[src/hdl/gpa_pkg.sv]
`default_nettype none
package gpa_pkg;

  // Fractional bits of positions, masses and accelerations.
  localparam int FRAC_BITS = 16;
  // The gravitational constant always carries 24 fractional bits.
  localparam int G_FRAC = 24;

  localparam logic [31:0] GRAV_RESET = 32'h0100_0000;

  // Distance magnitudes, square sums and the square root.
  localparam int U_W     = 33;
  localparam int RAD_W   = 2 * U_W;
  localparam int SQ_REM_W = U_W + 2;
  localparam int SQRT_N  = U_W;

  // Division cells: divisor/remainder width and quotient bits.
  // Every quotient in this block stays below 2^QUO_W.
  localparam int DIV_W = 2 * U_W;
  localparam int QUO_W = 40;
  localparam int DVD_W = DIV_W + QUO_W;

  // Scaling of G*m into the magnitude numerator, 2F-24 bits either way.
  localparam int NUM_SHL = (2 * FRAC_BITS > G_FRAC) ? 2 * FRAC_BITS - G_FRAC : 0;
  localparam int NUM_SHR = (2 * FRAC_BITS < G_FRAC) ? G_FRAC - 2 * FRAC_BITS : 0;

  localparam logic [U_W-1:0] DIST_ONE = U_W'(1) << FRAC_BITS;

  localparam int PP_SPLIT = QUO_W / 2;
  localparam int PROD_W   = QUO_W + U_W;
  localparam int COMP_N   = 4;

  typedef struct packed {
    logic signed [31:0] pos_a_x;
    logic signed [31:0] pos_a_y;
    logic signed [31:0] pos_b_x;
    logic signed [31:0] pos_b_y;
    logic        [31:0] mass_a;
    logic        [31:0] mass_b;
  } in_beat_t;

  typedef struct packed {
    logic signed [31:0] accel_a_dx;
    logic signed [31:0] accel_a_dy;
    logic signed [31:0] accel_b_dx;
    logic signed [31:0] accel_b_dy;
    logic               saturated;
  } out_beat_t;

  typedef struct packed {
    logic x_neg;
    logic x_pos;
    logic y_neg;
    logic y_pos;
  } dir_t;

  typedef struct packed {
    dir_t           dir;
    logic [U_W-1:0] ux;
    logic [U_W-1:0] uy;
    logic [31:0]    mass_a;
    logic [31:0]    mass_b;
  } sq_side_t;

  typedef struct packed {
    dir_t           dir;
    logic [U_W-1:0] ux;
    logic [U_W-1:0] uy;
    logic [U_W-1:0] draw;
  } dv_side_t;

  // Returns {clipped, value} for a magnitude that gets the given sign.
  function automatic logic [32:0] sat_comp(logic [QUO_W-1:0] m, logic neg);
    logic [QUO_W-1:0] mm;
    logic             clip;
    clip = 1'b0;
    mm   = m;
    if (neg) begin
      if (m > QUO_W'(32'h8000_0000)) begin
        clip = 1'b1;
        mm   = QUO_W'(32'h8000_0000);
      end
      return {clip, 32'd0 - mm[31:0]};
    end
    if (m > QUO_W'(32'h7FFF_FFFF)) begin
      clip = 1'b1;
      mm   = QUO_W'(32'h7FFF_FFFF);
    end
    return {clip, mm[31:0]};
  endfunction

endpackage
`default_nettype wire

[src/hdl/gpa_sqrt_cell.sv]
`default_nettype none
// One root bit per cell: brings down the next bit pair and tries the subtract.
module gpa_sqrt_cell (
  input  wire logic                          clk,
  input  wire logic                          rst_n,
  input  wire logic                          in_vld,
  input  wire logic [gpa_pkg::RAD_W-1:0]     in_rad,
  input  wire logic [gpa_pkg::SQ_REM_W-1:0]  in_rem,
  input  wire logic [gpa_pkg::U_W-1:0]       in_root,
  input  wire gpa_pkg::sq_side_t             in_side,
  output logic                               out_vld,
  output logic [gpa_pkg::RAD_W-1:0]          out_rad,
  output logic [gpa_pkg::SQ_REM_W-1:0]       out_rem,
  output logic [gpa_pkg::U_W-1:0]            out_root,
  output gpa_pkg::sq_side_t                  out_side
);

  logic                              vld_r;
  logic [gpa_pkg::RAD_W-1:0]         rad_r, rad_nxt;
  logic [gpa_pkg::SQ_REM_W-1:0]      rem_r, rem_nxt;
  logic [gpa_pkg::U_W-1:0]           root_r, root_nxt;
  gpa_pkg::sq_side_t                 side_r;
  logic [gpa_pkg::SQ_REM_W+1:0]      rem_sh, trial;
  logic                              ge;

  always_comb begin
    rem_sh   = {in_rem, in_rad[gpa_pkg::RAD_W-1 -: 2]};
    trial    = {2'b00, in_root, 2'b01};
    ge       = rem_sh >= trial;
    rem_nxt  = ge ? gpa_pkg::SQ_REM_W'(rem_sh - trial) : gpa_pkg::SQ_REM_W'(rem_sh);
    root_nxt = {in_root[gpa_pkg::U_W-2:0], ge};
    rad_nxt  = {in_rad[gpa_pkg::RAD_W-3:0], 2'b00};
  end

  always_ff @(posedge clk) begin
    if (!rst_n) begin
      vld_r <= 1'b0;
    end else begin
      vld_r <= in_vld;
    end
  end

  always_ff @(posedge clk) begin
    rad_r  <= rad_nxt;
    rem_r  <= rem_nxt;
    root_r <= root_nxt;
    side_r <= in_side;
  end

  assign out_vld  = vld_r;
  assign out_rad  = rad_r;
  assign out_rem  = rem_r;
  assign out_root = root_r;
  assign out_side = side_r;

endmodule
`default_nettype wire

[config.mk]
export PLATFORM = sky130hd
export DESIGN_NAME = gpa_sqrt_cell
export DESIGN_NICKNAME = d
export VERILOG_FILES = /design/src/hdl/gpa_pkg.sv /design/src/hdl/gpa_sqrt_cell.sv
export SDC_FILE = /design/constraint.sdc
export NUM_CORES = 1
export LEC_CHECK = 0
export BUFFER_PORTS_ARGS = -buffer_cell sky130_fd_sc_hd__buf_2
export CAP_MARGIN = 20
export CORE_AREA = 2 2 209 211
export DETAILED_ROUTE_END_ITERATION = 10
export DIE_AREA = 0 0 211 213
export SYNTH_ARGS = -nofsm -noshare
export SYNTH_HDL_FRONTEND = slang
export SYNTH_SLANG_ARGS = --single-unit
[constraint.sdc]
create_clock -name clk -period 3.1 [get_ports clk]
set_input_delay 0 -clock clk [delete_from_list [all_inputs] [get_ports clk]]
set_output_delay 0 -clock clk [all_outputs]
set_load 0.05 [all_outputs]
==> impl_metrics.py <==
metrics = {
    "grt": {
        "grt_pass1_vias": 8440,
        "grt_use_total_pct": 17.2,
        "grt_antenna_before_repair": 6,
        "grt_max_degree": 23,
        "overflow": 0,
        "grt_pass1_wl_mm": 56.2,
    },
    "die": {
        "io_pins": 540,
        "die_height_um": 213,
        "core-area_um2": 42700,
        "start_util_pct": 18.8,
        "die-width_um": 211,
        "die-area_um2": 44900,
        "floorplan.rows": 76,
    },
    "placed_design": {
        "dp_slack_ps": 153,
        "placement.io_buffers": 537,
        "gp_congestion": 0.876,
        "dp_hpwl_mm": 31.3,
    },
    "clock_network": {
        "path_clk_slew_ps": 60,
        "cts_tree": "built",
        "cts_num_sinks": 267,
        "h-tree-depth": 2,
        "post_cts_buffers": 0,
        "root_buffer": "clkbuf_16",
        "cts_max_path_buffers": 3,
        "cts_buffers": 34,
    },
    "status": {
        "status": "finished clean",
    },
    "sta": {
        "report.final.hold_viol_count": 0,
        "grt_setup_unrepaired": "no",
        "slew_viol_final": 0,
        "worstMarginPinSlew_ps": 517,
        "setup_ws_ps": 187,
        "slew_headroom_pct": 65.1,
        "period_needed_ps": 2910,
        "fin_setup_tns_ps": 0,
        "setup_violations": 0,
        "timing.fmax_ghz": 0.343,
        "fin_crit_sh_pct": 94.0,
    },
    "critical_path": {
        "cp-start-kind": "input port",
        "path_class": "in -> reg",
        "cp-endpoint": "out_rem[33]$_DFF_P_",
        "path_cells": "dlygate4sd3_1, buf_2, inv_1, ha_2, o21a_1, o211ai_2, a311oi_2, nor4_2, buf_4, a2111oi_4, o21a_2, o21ai_0, a311oi_1, dlygate4sd3_1",
        "worstPathArrival_ps": 3400,
        "critPathMaxStageDelay_ps": 610,
        "crit_top_cell": "dlygate4sd3_1",
        "critical_path.max_fanout": 6,
        "setup.worst_path.end_class": "flip-flop",
        "crit_start": "in_root[4]",
        "crit_required_ps": 3580,
        "slowest_stage": "dlygate4sd3_1",
    },
    "routing": {
        "drc": 0,
        "vias": 7935,
        "wl_per_cell_um": 20.2,
        "drt-total-wl_mm": 41.0,
        "dr.first_iter.drc_count": 349,
        "ant_nets": 0,
        "via_per_inst": 3.90,
        "first_pass_iters": 4,
    },
    "synth": {
        "avgSynthCellArea_um2": 12.8,
        "synth.top_cell.area_share_pct": 66.7,
        "synth.distinct_cells": 57,
        "synth.cell_area_um2": 8010,
        "synth.area.top_cells": "dfxtp_1 67%, ha_1 5.5%, mux2_4 4.7%, a21o_1 2.4%, xnor2_1 2.1%",
        "ys_seq_area_share_pct": 66.7,
        "yosys.cell_count.top_type": "dfxtp_1",
        "yosysTopAreaCell": "dfxtp_1",
        "synth_common_cells": "267 x dfxtp_1, 41 x inv_1, 35 x ha_1, 30 x a21oi_1, 26 x a21o_1",
        "synth-main-ff-cell": "dfxtp_1",
        "synth_edf_count": 0,
        "synth_async_sr_flop_share_pct": 0,
        "synth_cells": 624,
        "ys_ff_latch": 267,
        "ys_warn_count": 0,
    },
    "power": {
        "total_power_w": 0.0103,
        "p_leak_nw": 7.48,
        "p_per_area_nw_per_um2": 680,
        "ir_worst_vdd_v": 0.000384,
    },
    "hold_path": {
        "hold_class": "in -> reg",
    },
    "final_layout": {
        "area_delta_synth_final_pct": 89.9,
        "fin_nets": 1766,
        "drive_gt1_share_pct": 43.9,
    },
    "flow_run": {
        "cap_violations": 0,
    },
}
==> sequential cells by signal, summed over array words and instances (netlist names) <==
register,cells
out_rem,35
out_root,33
out_rad,64
out_vld,1
out_side,134
==> layout by cell type, fill, tap and decap left out, types with 3 or more instances in the layout <==
cell           count
a21o_1            26
nor2b_1            3
clkinvlp_4         3
dlygate4sd3_1    268
clkinv_2           6
xor2_1            14
buf_2            537
nand4_1            8
dfxtp_1          267
nand3_1            9
buf_4             10
clkbuf_8           3
mux2_2             6
o21ai_0           12
clkbuf_1           4
inv_1             41
ha_1              33
mux2_4            25
a21oi_1           30
o221ai_1           4
and3_1             4
clkbuf_16         35
bufinv_16          3
nor2_1            22
mux2i_1            3
o21a_1             3
o21bai_1           3
diode_2            4
xnor2_1           19
nand2_1           25
inv_6              4
a31o_2             3
==> how the worst min path moves through the flow <==
stage,startpoint,endpoint,slack (ps),cells past startpoint
after global routing,in_rad[1],out_rad[3]$_DFF_P_,70,2
after global placement,in_rad[38],out_rad[40]$_DFF_P_,100,1
after detailed placement,in_rad[43],out_rad[45]$_DFF_P_,100,1
after CTS,in_root[32],out_rem[34]$_DFF_P_,50,5
after floorplan,in_rad[8],out_rad[10]$_DFF_P_,30,0
final,in_root[32],out_rem[34]$_DFF_P_,90,5
==> power by group <==
group	internal [W]	switching (W)
registers	0.00371	0.0000753
clock network	0.00241	0.00163
logic	0.000868	0.00165
==> routing by layer <==
| metal | global-route usage, % | routed length, µm | share of wire [%] |
|---|---|---|---|
| met4 | 7.38 | 1690 | 4.1 |
| met2 | 30.3 | 20500 | 50 |
| met3 | 4.90 | 2560 | 6.2 |
| met1 | 19.3 | 16200 | 40 |
| met5 | 0 | 29 | 0.071 |
==> kinds of logic (layout without fill, tap and decap cells) <==
| kind of cell | count (synthesis) | after routing | synth area share [%] |
|---|---|---|---|
| AO/OA/AOI/OAI | 107 | 107 | 9.34 |
| XOR/XNOR | 33 | 33 | 3.61 |
| adder cells (fa/ha/maj) | 35 | 35 | 5.46 |
| buffers and inverters | 59 | 917 | 3.58 |
| flip-flops | 267 | 267 | 66.7 |
| multiplexers | 34 | 34 | 5.90 |
| other | 1 | 6 | 0.0468 |
| AND/OR/NAND/NOR | 88 | 88 | 5.37 |
==> per-stage QoR <==
| step | hold slack (ps) | area [µm²] | cells | util, % |
|---|---|---|---|---|
| 6_report | 85.6 | 15200 | 2033 | 35.6 |
| 5_1_grt | 72.0 | 15200 | 2031 | 35.6 |
| 4_1_cts | 47.2 | 15200 | 2029 | 35.6 |
| 3_5_place_dp | 104 | 11400 | 1702 | 26.6 |
| 3_3_place_gp | 102 | 11400 | 1702 | 26.6 |
| 2_1_floorplan | 27.7 | 8020 | 625 | - |
==> cell type report <==
type / instances / area, µm²
fill: 4213 / 27500
inverter: 41 / 154
sequential: 267 / 5350
clock inverter: 17 / 198
antenna: 4 / 10.0
clock buffer: 42 / 932
multi-input combinational: 299 / 2410
timing repair buffer: 817 / 5490
tap: 546 / 683
==> critical path: cells and delay by family <==
| family | cells | cell delay [ps] |
|---|---|---|
| AOI/OAI and AO/OA | 7 | 1460 |
| buffers and inverters | 5 | 1460 |
| adders and majority gates | 1 | 390 |
| and+or+nand+nor | 1 | 80 |
==> repair_timing <==
| item | in CTS | in global routing |
|---|---|---|
| resized for setup | 0 | 5 |
| hold buffers | 268 | 0 |
| endpoints found under the setup margin | 0 | 5 |
| endpoints found under the hold margin | 266 | 0 |
Note: power is estimated with default switching activity, not from simulation.
