### src/hdl/gpa_pkg.sv
`default_nettype none
package gpa_pkg;

  // Fractional bits of positions, masses and accelerations.
  localparam int FRAC_BITS = 16;
  // The gravitational constant always carries 24 fractional bits.
  localparam int G_FRAC = 24;

  localparam logic [31:0] GRAV_RESET = 32'h0100_0000;

  // Distance magnitudes, square sums and the square root.
  localparam int U_W     = 33;
  localparam int RAD_W   = 2 * U_W;
  localparam int SQ_REM_W = U_W + 2;
  localparam int SQRT_N  = U_W;

  // Division cells: divisor/remainder width and quotient bits.
  // Every quotient in this block stays below 2^QUO_W.
  localparam int DIV_W = 2 * U_W;
  localparam int QUO_W = 40;
  localparam int DVD_W = DIV_W + QUO_W;

  // Scaling of G*m into the magnitude numerator, 2F-24 bits either way.
  localparam int NUM_SHL = (2 * FRAC_BITS > G_FRAC) ? 2 * FRAC_BITS - G_FRAC : 0;
  localparam int NUM_SHR = (2 * FRAC_BITS < G_FRAC) ? G_FRAC - 2 * FRAC_BITS : 0;

  localparam logic [U_W-1:0] DIST_ONE = U_W'(1) << FRAC_BITS;

  localparam int PP_SPLIT = QUO_W / 2;
  localparam int PROD_W   = QUO_W + U_W;
  localparam int COMP_N   = 4;

  typedef struct packed {
    logic signed [31:0] pos_a_x;
    logic signed [31:0] pos_a_y;
    logic signed [31:0] pos_b_x;
    logic signed [31:0] pos_b_y;
    logic        [31:0] mass_a;
    logic        [31:0] mass_b;
  } in_beat_t;

  typedef struct packed {
    logic signed [31:0] accel_a_dx;
    logic signed [31:0] accel_a_dy;
    logic signed [31:0] accel_b_dx;
    logic signed [31:0] accel_b_dy;
    logic               saturated;
  } out_beat_t;

  typedef struct packed {
    logic x_neg;
    logic x_pos;
    logic y_neg;
    logic y_pos;
  } dir_t;

  typedef struct packed {
    dir_t           dir;
    logic [U_W-1:0] ux;
    logic [U_W-1:0] uy;
    logic [31:0]    mass_a;
    logic [31:0]    mass_b;
  } sq_side_t;

  typedef struct packed {
    dir_t           dir;
    logic [U_W-1:0] ux;
    logic [U_W-1:0] uy;
    logic [U_W-1:0] draw;
  } dv_side_t;

  // Returns {clipped, value} for a magnitude that gets the given sign.
  function automatic logic [32:0] sat_comp(logic [QUO_W-1:0] m, logic neg);
    logic [QUO_W-1:0] mm;
    logic             clip;
    clip = 1'b0;
    mm   = m;
    if (neg) begin
      if (m > QUO_W'(32'h8000_0000)) begin
        clip = 1'b1;
        mm   = QUO_W'(32'h8000_0000);
      end
      return {clip, 32'd0 - mm[31:0]};
    end
    if (m > QUO_W'(32'h7FFF_FFFF)) begin
      clip = 1'b1;
      mm   = QUO_W'(32'h7FFF_FFFF);
    end
    return {clip, mm[31:0]};
  endfunction

endpackage
`default_nettype wire

### src/hdl/gpa_div_cell.sv
`default_nettype none
// One quotient bit per cell of a restoring divider. The word shifts the
// remaining dividend bits out at the top and the quotient bits in at the bottom.
module gpa_div_cell (
  input  wire logic                        clk,
  input  wire logic                        rst_n,
  input  wire logic                        in_vld,
  input  wire logic [gpa_pkg::DIV_W-1:0]   in_rem,
  input  wire logic [gpa_pkg::QUO_W-1:0]   in_word,
  input  wire logic [gpa_pkg::DIV_W-1:0]   in_dvs,
  input  wire gpa_pkg::dv_side_t           in_side,
  output logic                             out_vld,
  output logic [gpa_pkg::DIV_W-1:0]        out_rem,
  output logic [gpa_pkg::QUO_W-1:0]        out_word,
  output logic [gpa_pkg::DIV_W-1:0]        out_dvs,
  output gpa_pkg::dv_side_t                out_side
);

  logic                          vld_r;
  logic [gpa_pkg::DIV_W-1:0]     rem_r, rem_nxt;
  logic [gpa_pkg::QUO_W-1:0]     word_r, word_nxt;
  logic [gpa_pkg::DIV_W-1:0]     dvs_r;
  gpa_pkg::dv_side_t             side_r;
  logic [gpa_pkg::DIV_W:0]       rem_sh;
  logic                          ge;

  always_comb begin
    rem_sh   = {in_rem, in_word[gpa_pkg::QUO_W-1]};
    ge       = rem_sh >= {1'b0, in_dvs};
    rem_nxt  = ge ? gpa_pkg::DIV_W'(rem_sh - {1'b0, in_dvs}) : gpa_pkg::DIV_W'(rem_sh);
    word_nxt = {in_word[gpa_pkg::QUO_W-2:0], ge};
  end

  always_ff @(posedge clk) begin
    if (!rst_n) begin
      vld_r <= 1'b0;
    end else begin
      vld_r <= in_vld;
    end
  end

  always_ff @(posedge clk) begin
    rem_r  <= rem_nxt;
    word_r <= word_nxt;
    dvs_r  <= in_dvs;
    side_r <= in_side;
  end

  assign out_vld  = vld_r;
  assign out_rem  = rem_r;
  assign out_word = word_r;
  assign out_dvs  = dvs_r;
  assign out_side = side_r;

endmodule
`default_nettype wire

### config.mk
export PLATFORM = sky130hd
export DESIGN_NAME = gpa_div_cell
export DESIGN_NICKNAME = d
export VERILOG_FILES = /design/src/hdl/gpa_pkg.sv /design/src/hdl/gpa_div_cell.sv
export SDC_FILE = /design/constraint.sdc
export NUM_CORES = 1
export LEC_CHECK = 0
export BUFFER_PORTS_ARGS = -buffer_cell sky130_fd_sc_hd__buf_2
export CAP_MARGIN = 25
export CORE_AREA = 2 2 217 219
export CTS_CLUSTER_DIAMETER = 50
export CTS_CLUSTER_SIZE = 8
export DETAILED_ROUTE_END_ITERATION = 10
export DIE_AREA = 0 0 219 221
export GPL_ROUTABILITY_DRIVEN = 0
export SYNTH_ARGS = -nofsm -noshare
export SYNTH_HDL_FRONTEND = slang
export SYNTH_SLANG_ARGS = --single-unit
### constraint.sdc
create_clock -name clk -period 7.25 [get_ports clk]
set_input_delay 1.45 -clock clk [delete_from_list [all_inputs] [get_ports clk]]
set_output_delay 1.45 -clock clk [all_outputs]
set_load 0.02 [all_outputs]
==> results.json, run 1 <==
{
  "place_hpwl_um": 41300,
  "die_w_um": 219,
  "dieHeight_um": 221,
  "gr-usage-all-layers_pct": 19.6,
  "row_count": 79,
  "ys_ff_latch": 276,
  "antenna_found_initial": 19,
  "portBuffers": 553,
  "drtAntennaViolNets": 0,
  "first_pass_iters": 5,
  "setup.worst_path.start_class": "primary input",
  "powerDensity_nw_per_um2": 308,
  "crit_required_ps": 7700,
  "syn_inst": 1062,
  "timing.hold.ws_ps": 968,
  "critPathCapture": "out_rem[65]",
  "crit_arrival_ps": 5130,
  "drt-initial-drc-count": 573,
  "synth-warning-count": 0,
  "hold_viol_final": 0,
  "drc": 0,
  "synth-main-ff-cell": "dfxtp_1",
  "vias": 10200,
  "setup_viol": 0,
  "power_mw": 4.89,
  "async_flop_share_pct": 0,
  "cts_inserted_buffers": 47,
  "overflow": 0,
  "via_per_inst": 4.53,
  "fin_setup_tns_ps": 0,
  "cts-root-buf": "clkbuf_16",
  "yosysUniqueCellTypes": 74,
  "slew_headroom_pct": 43.3,
  "cts_resized": 0,
  "crit_type": "primary input to flop",
  "core-area_um2": 46100,
  "yosys.area.top_type": "dfxtp_1",
  "grt_max_degree": 64,
  "postCtsHoldBufs": 0,
  "syn_to_final_growth_pct": 42.0,
  "final_area_um2": 15900,
  "synth_edf_count": 0,
  "max_cap_viol_count": 0,
  "slew_viol_final": 0,
  "postCtsSetupRepairBufs": 0,
  "grt_pass1_vias": 10500,
  "dieArea_um2": 48400,
  "routed_wl_um": 49400,
  "yosys-top-cells-area": "dfxtp_1 49%, mux2_4 7.6%, ha_1 7.4%",
  "p_leak_nw": 7.95,
  "place_area_um2": 14400,
  "start_util_pct": 24.3,
  "synth.avg_cell_area_um2": 10.5,
  "htree_levels": 2,
  "rsz0062_at_grt": "false",
  "hp-class": "primary input to flop",
  "setup_ws_ps": 2570,
  "startpoint": "in_dvs[25]",
  "synth_fp_nets": 1407,
  "end_kind": "flop",
  "vdd_ir_drop_max_mv": 0.192,
  "clockBufferDepth": 3,
  "grt_pass1_wl_um": 69700,
  "nNetsFinal": 1969,
  "fmax_mhz": 214,
  "crit_fanout": 63,
  "place_ws_ps": 1900,
  "final_layout_size_suffix_gt1_share_pct": 42.9,
  "ios": 554,
  "worstMarginPinSlew_ps": 845,
  "ys_seq_area_share_pct": 49.3,
  "synth_top_area_share_pct": 49.3,
  "synth_area_um2": 11200,
  "period_minus_slack_ps": 4680,
  "fin_crit_sh_pct": 64.6,
  "synth_most_common_cell": "dfxtp_1",
  "cts.sinks": 276,
  "route.detailed.wl_per_inst_um": 21.9,
  "status": "finished, final reports clean",
  "cts.clk_slew.worst_paths_ps": 50,
  "cts_tree": "done",
  "synth_top_cells_by_count": "276 x dfxtp_1, 88 x inv_1, 84 x a21oi_1"
}
-- metal layers --
| metal | GRT usage [%] | share of wire, % | vias up |
|---|---|---|---|
| met5 | 0 | 0.24 | - |
| met4 | 6.39 | 2.7 | 18 |
| met3 | 6.71 | 8.9 | 90 |
| met2 | 32.6 | 47 | 453 |
| met1 | 23.6 | 41 | 4839 |
| li1 | - | - | 4829 |
-- flip-flops by register name, indices dropped and copies added, names as in the netlist --
name	count
out_side	103
out_dvs	66
out_rem	66
out_word	40
out_vld	1
-- how the worst min path moves through the flow --
stage                      startpoint            to  slack [ps]  cells after the start
final                     in_side[17]  out_side[17]         970                      1
after CTS                 in_side[17]  out_side[17]         930                      1
after global routing      in_side[10]  out_side[10]         950                      1
after global placement     in_side[8]   out_side[8]        1550                      1
after floorplan             in_dvs[0]    out_dvs[0]        1480                      0
after detailed placement  in_side[49]  out_side[49]        1550                      1
-- power by group --
part	internal [mW]	leakage (nW)	total (mW)	switching (mW)
combinational	0.412	4.91	1.04	0.629
clock	1.37	0.716	2.14	0.771
sequential	1.67	2.33	1.71	0.0425
-- logic make-up after synthesis --
family	synth area share [%]
and+or+nand+nor	9.38
xor gates and xnor gates	4.38
DFF	49.3
muxes	8.31
buffers and inverters	5.95
adders and majority gates	7.55
AOI/OAI and AO/OA	15.1
-- critical path: stages --
cell and delay, ps:
buf_2 110, inv_1 40, ha_1 450, nand2_1 150, nor4b_1 730, nand3_1 200
or4_4 490, o21ai_2 220, a311oi_2 140, and2_4 310, inv_12 360, mux2_2 390
-- stage by stage --
step / util [%] / instances
after global routing: 34.5 / 2250
final: 34.5 / 2257
after floorplan: - / 1062
after global placement: 31.3 / 2182
after CTS: 34.5 / 2248
after detailed placement: 31.3 / 2182
-- layout by cell type (no fill, tap or decap), types with 4 or more instances in the layout --
| cell | n |
|---|---|
| a211oi_1 | 6 |
| a21o_1 | 34 |
| a21oi_1 | 84 |
| a21oi_2 | 7 |
| a31oi_1 | 5 |
| and2_1 | 4 |
| and3_1 | 7 |
| buf_2 | 553 |
| bufinv_16 | 5 |
| clkbuf_16 | 48 |
| clkinv_4 | 4 |
| dfxtp_1 | 276 |
| diode_2 | 9 |
| ha_1 | 66 |
| inv_1 | 88 |
| mux2_2 | 4 |
| mux2_4 | 57 |
| nand2_1 | 57 |
| nand3_1 | 15 |
| nand4_1 | 26 |
| nor2_1 | 58 |
| nor2b_1 | 4 |
| nor3_1 | 15 |
| nor4_1 | 5 |
| o211ai_1 | 7 |
| o21a_1 | 8 |
| o21ai_0 | 45 |
| o21ai_1 | 6 |
| o21bai_1 | 14 |
| o31ai_1 | 5 |
| xnor2_1 | 33 |
| xor2_1 | 23 |
-- layout make-up --
cell class,count,area [um^2]
Fill cell,4736,30200
Sequential cell,276,5530
Multi-Input combinational cell,657,5010
Timing Repair Buffer,553,2770
Clock buffer,52,1230
Tap cell,607,759
Inverter,89,347
Clock inverter,14,249
Antenna cell,9,22.5
Note: power is estimated with default switching activity, not from simulation.
==> run 2: changes to the inputs <==
==> constraint.sdc (replaced) <==
create_clock -name clk -period 3.8 [get_ports clk]
set_input_delay 0.76 -clock clk [delete_from_list [all_inputs] [get_ports clk]]
set_output_delay 0.76 -clock clk [all_outputs]
set_load 0.02 [all_outputs]
==> results.json, run 2 (synthesis gave the netlist of run 1 again) <==
{
  "route.detailed.wl_per_inst_um": 21.4,
  "cpPeakStageDelay_ps": 390,
  "postCtsHoldBufs": 0,
  "final_area_um2": 16600,
  "grt_pass1_wl_um": 70800,
  "portBuffers": 553,
  "hp-class": "primary input to flop",
  "rsz0062_at_grt": "false",
  "cts-root-buf": "clkbuf_16",
  "vdd_ir_drop_max_mv": 0.368,
  "nNetsFinal": 2054,
  "power_mw": 9.35,
  "gr-usage-all-layers_pct": 19.9,
  "critical_path.top_delay_family": "compound AO/OA/AOI/OAI gates",
  "slew_headroom_pct": 53.7,
  "place_ws_ps": -72.3,
  "slew_viol_final": 0,
  "p_leak_nw": 8.36,
  "cts.clk_slew.worst_paths_ps": 50,
  "via_per_inst": 4.47,
  "final_cell_mix": "553 x buf_2, 276 x dfxtp_1, 88 x inv_1",
  "crit_required_ps": 4260,
  "htree_levels": 2,
  "overflow": 0,
  "setup_ws_ps": 471,
  "max_cap_viol_count": 0,
  "worstPathBufferInverterCount": 4,
  "setup.worst_path.start_class": "primary input",
  "layout_commonest_cell": "buf_2",
  "fin_setup_tns_ps": 0,
  "vias": 10500,
  "place_area_um2": 15100,
  "crit_fanout": 3,
  "fin_cells": 2341,
  "final_layout_size_suffix_gt1_share_pct": 45.7,
  "final_util_pct": 36.0,
  "crit_chain": "buf_2 -> inv_1 -> ha_1 -> inv_1 -> fa_1 -> a211o_1 -> a211o_1 -> and3_1 -> o21ai_0 -> buf_4 -> a221o_1 -> nand4_1 -> a31oi_1 -> xnor2_1 -> mux2_4",
  "grt_max_degree": 16,
  "drtAntennaViolNets": 0,
  "drt-initial-drc-count": 422,
  "cp_slowest_cell": "fa_1",
  "core-area_um2": 46100,
  "drc": 0,
  "routed_wl_um": 50100,
  "setup_viol": 0,
  "crit_arrival_ps": 3790,
  "crit_type": "primary input to flop",
  "largest_reg_flops": 103,
  "ios": 554,
  "first_pass_iters": 5,
  "row_count": 79,
  "dp_cells": 2266,
  "powerDensity_nw_per_um2": 564,
  "syn_to_final_growth_pct": 48.0,
  "grt_pass1_vias": 10700,
  "status": "finished, final reports clean",
  "fmax_mhz": 300,
  "antenna_found_initial": 22,
  "cts.sinks": 276,
  "worstMarginPinSlew_ps": 677,
  "postCtsSetupRepairBufs": 0,
  "cts_resized": 0,
  "die_w_um": 219,
  "cts_inserted_buffers": 48,
  "period_minus_slack_ps": 3330,
  "timing.hold.ws_ps": 279,
  "dieArea_um2": 48400,
  "start_util_pct": 24.3,
  "place_hpwl_um": 42200,
  "dieHeight_um": 221,
  "hold_viol_final": 0,
  "cts_tree": "done",
  "fin_crit_sh_pct": 87.6,
  "end_kind": "flop",
  "clockBufferDepth": 3
}
## run 2: final timing paths
check                  startpoint     endpoint  cells past startpoint
worst min-delay path   in_side[8]  out_side[8]                      1
worst max-delay path  in_word[39]  out_rem[62]                     15
## run 2: power by group
group          internal, mW  switching [mW]  leakage (nW)  total (mW)
combinational         0.884            1.23          5.34        2.12
sequential             3.18          0.0787          2.33        3.26
clock                  2.49            1.49         0.696        3.97
total                  6.55            2.80          8.36        9.35
## run 2: layout make-up
cell class | instances | area [um^2]
diodes | 2 | 5.00
clock buffers | 60 | 1320
clock inverters | 13 | 149
fillers | 4702 | 29500
inverters | 89 | 347
multi-input cells | 657 | 5010
flip-flops and latches | 276 | 5530
well taps | 607 | 759
repair buffers | 637 | 3460
## run 2: layer usage
layer / GRT usage [%] / vias up / routed length [um]
li1: - / 4995 / -
met1: 23.8 / 4914 / 20800
met2: 33.0 / 413 / 23300
met3: 6.83 / 105 / 4130
met4: 6.95 / 28 / 1690
met5: 0 / - / 174
==> run 3: changes to the inputs <==
--- a/config.mk
+++ b/config.mk
@@ -6,13 +6,13 @@
 export NUM_CORES = 1
 export LEC_CHECK = 0
 export BUFFER_PORTS_ARGS = -buffer_cell sky130_fd_sc_hd__buf_2
-export CAP_MARGIN = 25
 export CORE_AREA = 2 2 217 219
 export CTS_CLUSTER_DIAMETER = 50
 export CTS_CLUSTER_SIZE = 8
 export DETAILED_ROUTE_END_ITERATION = 10
 export DIE_AREA = 0 0 219 221
 export GPL_ROUTABILITY_DRIVEN = 0
+export PLACE_DENSITY = 0.61
 export SYNTH_ARGS = -nofsm -noshare
 export SYNTH_HDL_FRONTEND = slang
 export SYNTH_SLANG_ARGS = --single-unit
==> results.json, run 3 (synthesis gave the netlist of run 1 again) <==
{
  "status": "finished, final reports clean",
  "place_ws_ps": -114,
  "slew_headroom_pct": 49.8,
  "crit_required_ps": 4260,
  "layout_commonest_cell": "buf_2",
  "final_layout_size_suffix_gt1_share_pct": 45.8,
  "critical_path.top_delay_family": "compound AO/OA/AOI/OAI gates",
  "dp_cells": 2263,
  "place_hpwl_um": 42300,
  "cts.sinks": 276,
  "cts_inserted_buffers": 49,
  "first_pass_iters": 5,
  "final_area_um2": 16600,
  "nNetsFinal": 2052,
  "postCtsSetupRepairBufs": 0,
  "rsz0062_at_grt": "false",
  "syn_to_final_growth_pct": 48.1,
  "dieHeight_um": 221,
  "grt_pass1_vias": 10700,
  "cts_resized": 0,
  "route.detailed.wl_per_inst_um": 21.3,
  "crit_top_cell": "a21oi_1",
  "row_count": 79,
  "setup.worst_path.start_class": "primary input",
  "antenna_found_initial": 26,
  "crit_arrival_ps": 3880,
  "cts.clk_slew.worst_paths_ps": 50,
  "postCtsHoldBufs": 0,
  "fin_crit_sh_pct": 89.9,
  "largest_reg_flops": 103,
  "final_cell_mix": "553 x buf_2, 276 x dfxtp_1, 88 x inv_1",
  "cp_slowest_cell": "a2111oi_0",
  "portBuffers": 553,
  "gr-usage-all-layers_pct": 19.9,
  "drt-initial-drc-count": 474,
  "p_leak_nw": 8.37,
  "via_per_inst": 4.45,
  "crit_type": "primary input to flop",
  "place_area_um2": 15100,
  "fmax_mhz": 293,
  "max_cap_viol_count": 0,
  "setup_ws_ps": 382,
  "vdd_ir_drop_max_mv": 0.374,
  "grt_pass1_wl_um": 70700,
  "ios": 554,
  "hold_viol_final": 0,
  "vias": 10400,
  "die_w_um": 219,
  "fin_cells": 2340,
  "startpoint": "in_dvs[27]",
  "power_mw": 9.43,
  "start_util_pct": 24.3,
  "routed_wl_um": 49900,
  "cts_tree": "done",
  "worstPathBufferInverterCount": 3,
  "multi_input_area_um2": 5010,
  "core-area_um2": 46100,
  "cpPeakStageDelay_ps": 700,
  "grt_max_degree": 16,
  "end_kind": "flop",
  "setup_viol": 0,
  "cts-root-buf": "clkbuf_16",
  "slew_viol_final": 0,
  "crit_chain": "buf_2 -> inv_1 -> ha_1 -> a21oi_1 -> o21ai_0 -> a2111oi_0 -> buf_4 -> o211ai_1 -> a31o_1 -> a21o_1 -> a21oi_1 -> xnor2_1 -> mux2_4",
  "min_from": "in_side[13]",
  "overflow": 0,
  "drtAntennaViolNets": 0,
  "htree_levels": 2,
  "powerDensity_nw_per_um2": 568,
  "regArea_um2": 5530,
  "n_fill_cell": 4728,
  "crit_fanout": 7,
  "hp-class": "primary input to flop",
  "drc": 0,
  "clockBufferDepth": 3,
  "dieArea_um2": 48400,
  "final_util_pct": 36.0,
  "worstMarginPinSlew_ps": 735,
  "period_minus_slack_ps": 3420
}
-- run 3: cell type report --
cell class,count,area share (%)
well taps,607,4.58
multi-input cells,657,30.2
clock buffers,55,7.71
repair buffers,634,20.7
clock inverters,17,1.33
inverters,89,2.09
diodes,5,0.0754
flip-flops and latches,276,33.3
-- run 3: path summary, 6_finish.rpt --
path | endpoint | slack (ps) | cells past startpoint
worst max-delay path | out_rem[64] | 380 | 13
worst min-delay path | out_side[13] | 280 | 1
-- run 3: layer usage --
metal	share of wire, %	vias up	global-route usage (%)
li1	-	5000	-
met1	40	4878	23.2
met2	48	412	33.7
met3	9.4	96	7.52
met4	2.3	34	5.62
met5	0.42	-	0
-- run 3: metrics by stage --
step,hold WS (ps),TNS [ps]
after global placement,863,-501
after CTS,242,0
final,282,0
after floorplan,788,0
after detailed placement,864,-1210
after global routing,256,0
-- run 3: where the power goes --
group | internal, mW | switching, mW
combinational | 0.884 | 1.24
clock | 2.58 | 1.47
sequential | 3.18 | 0.0732
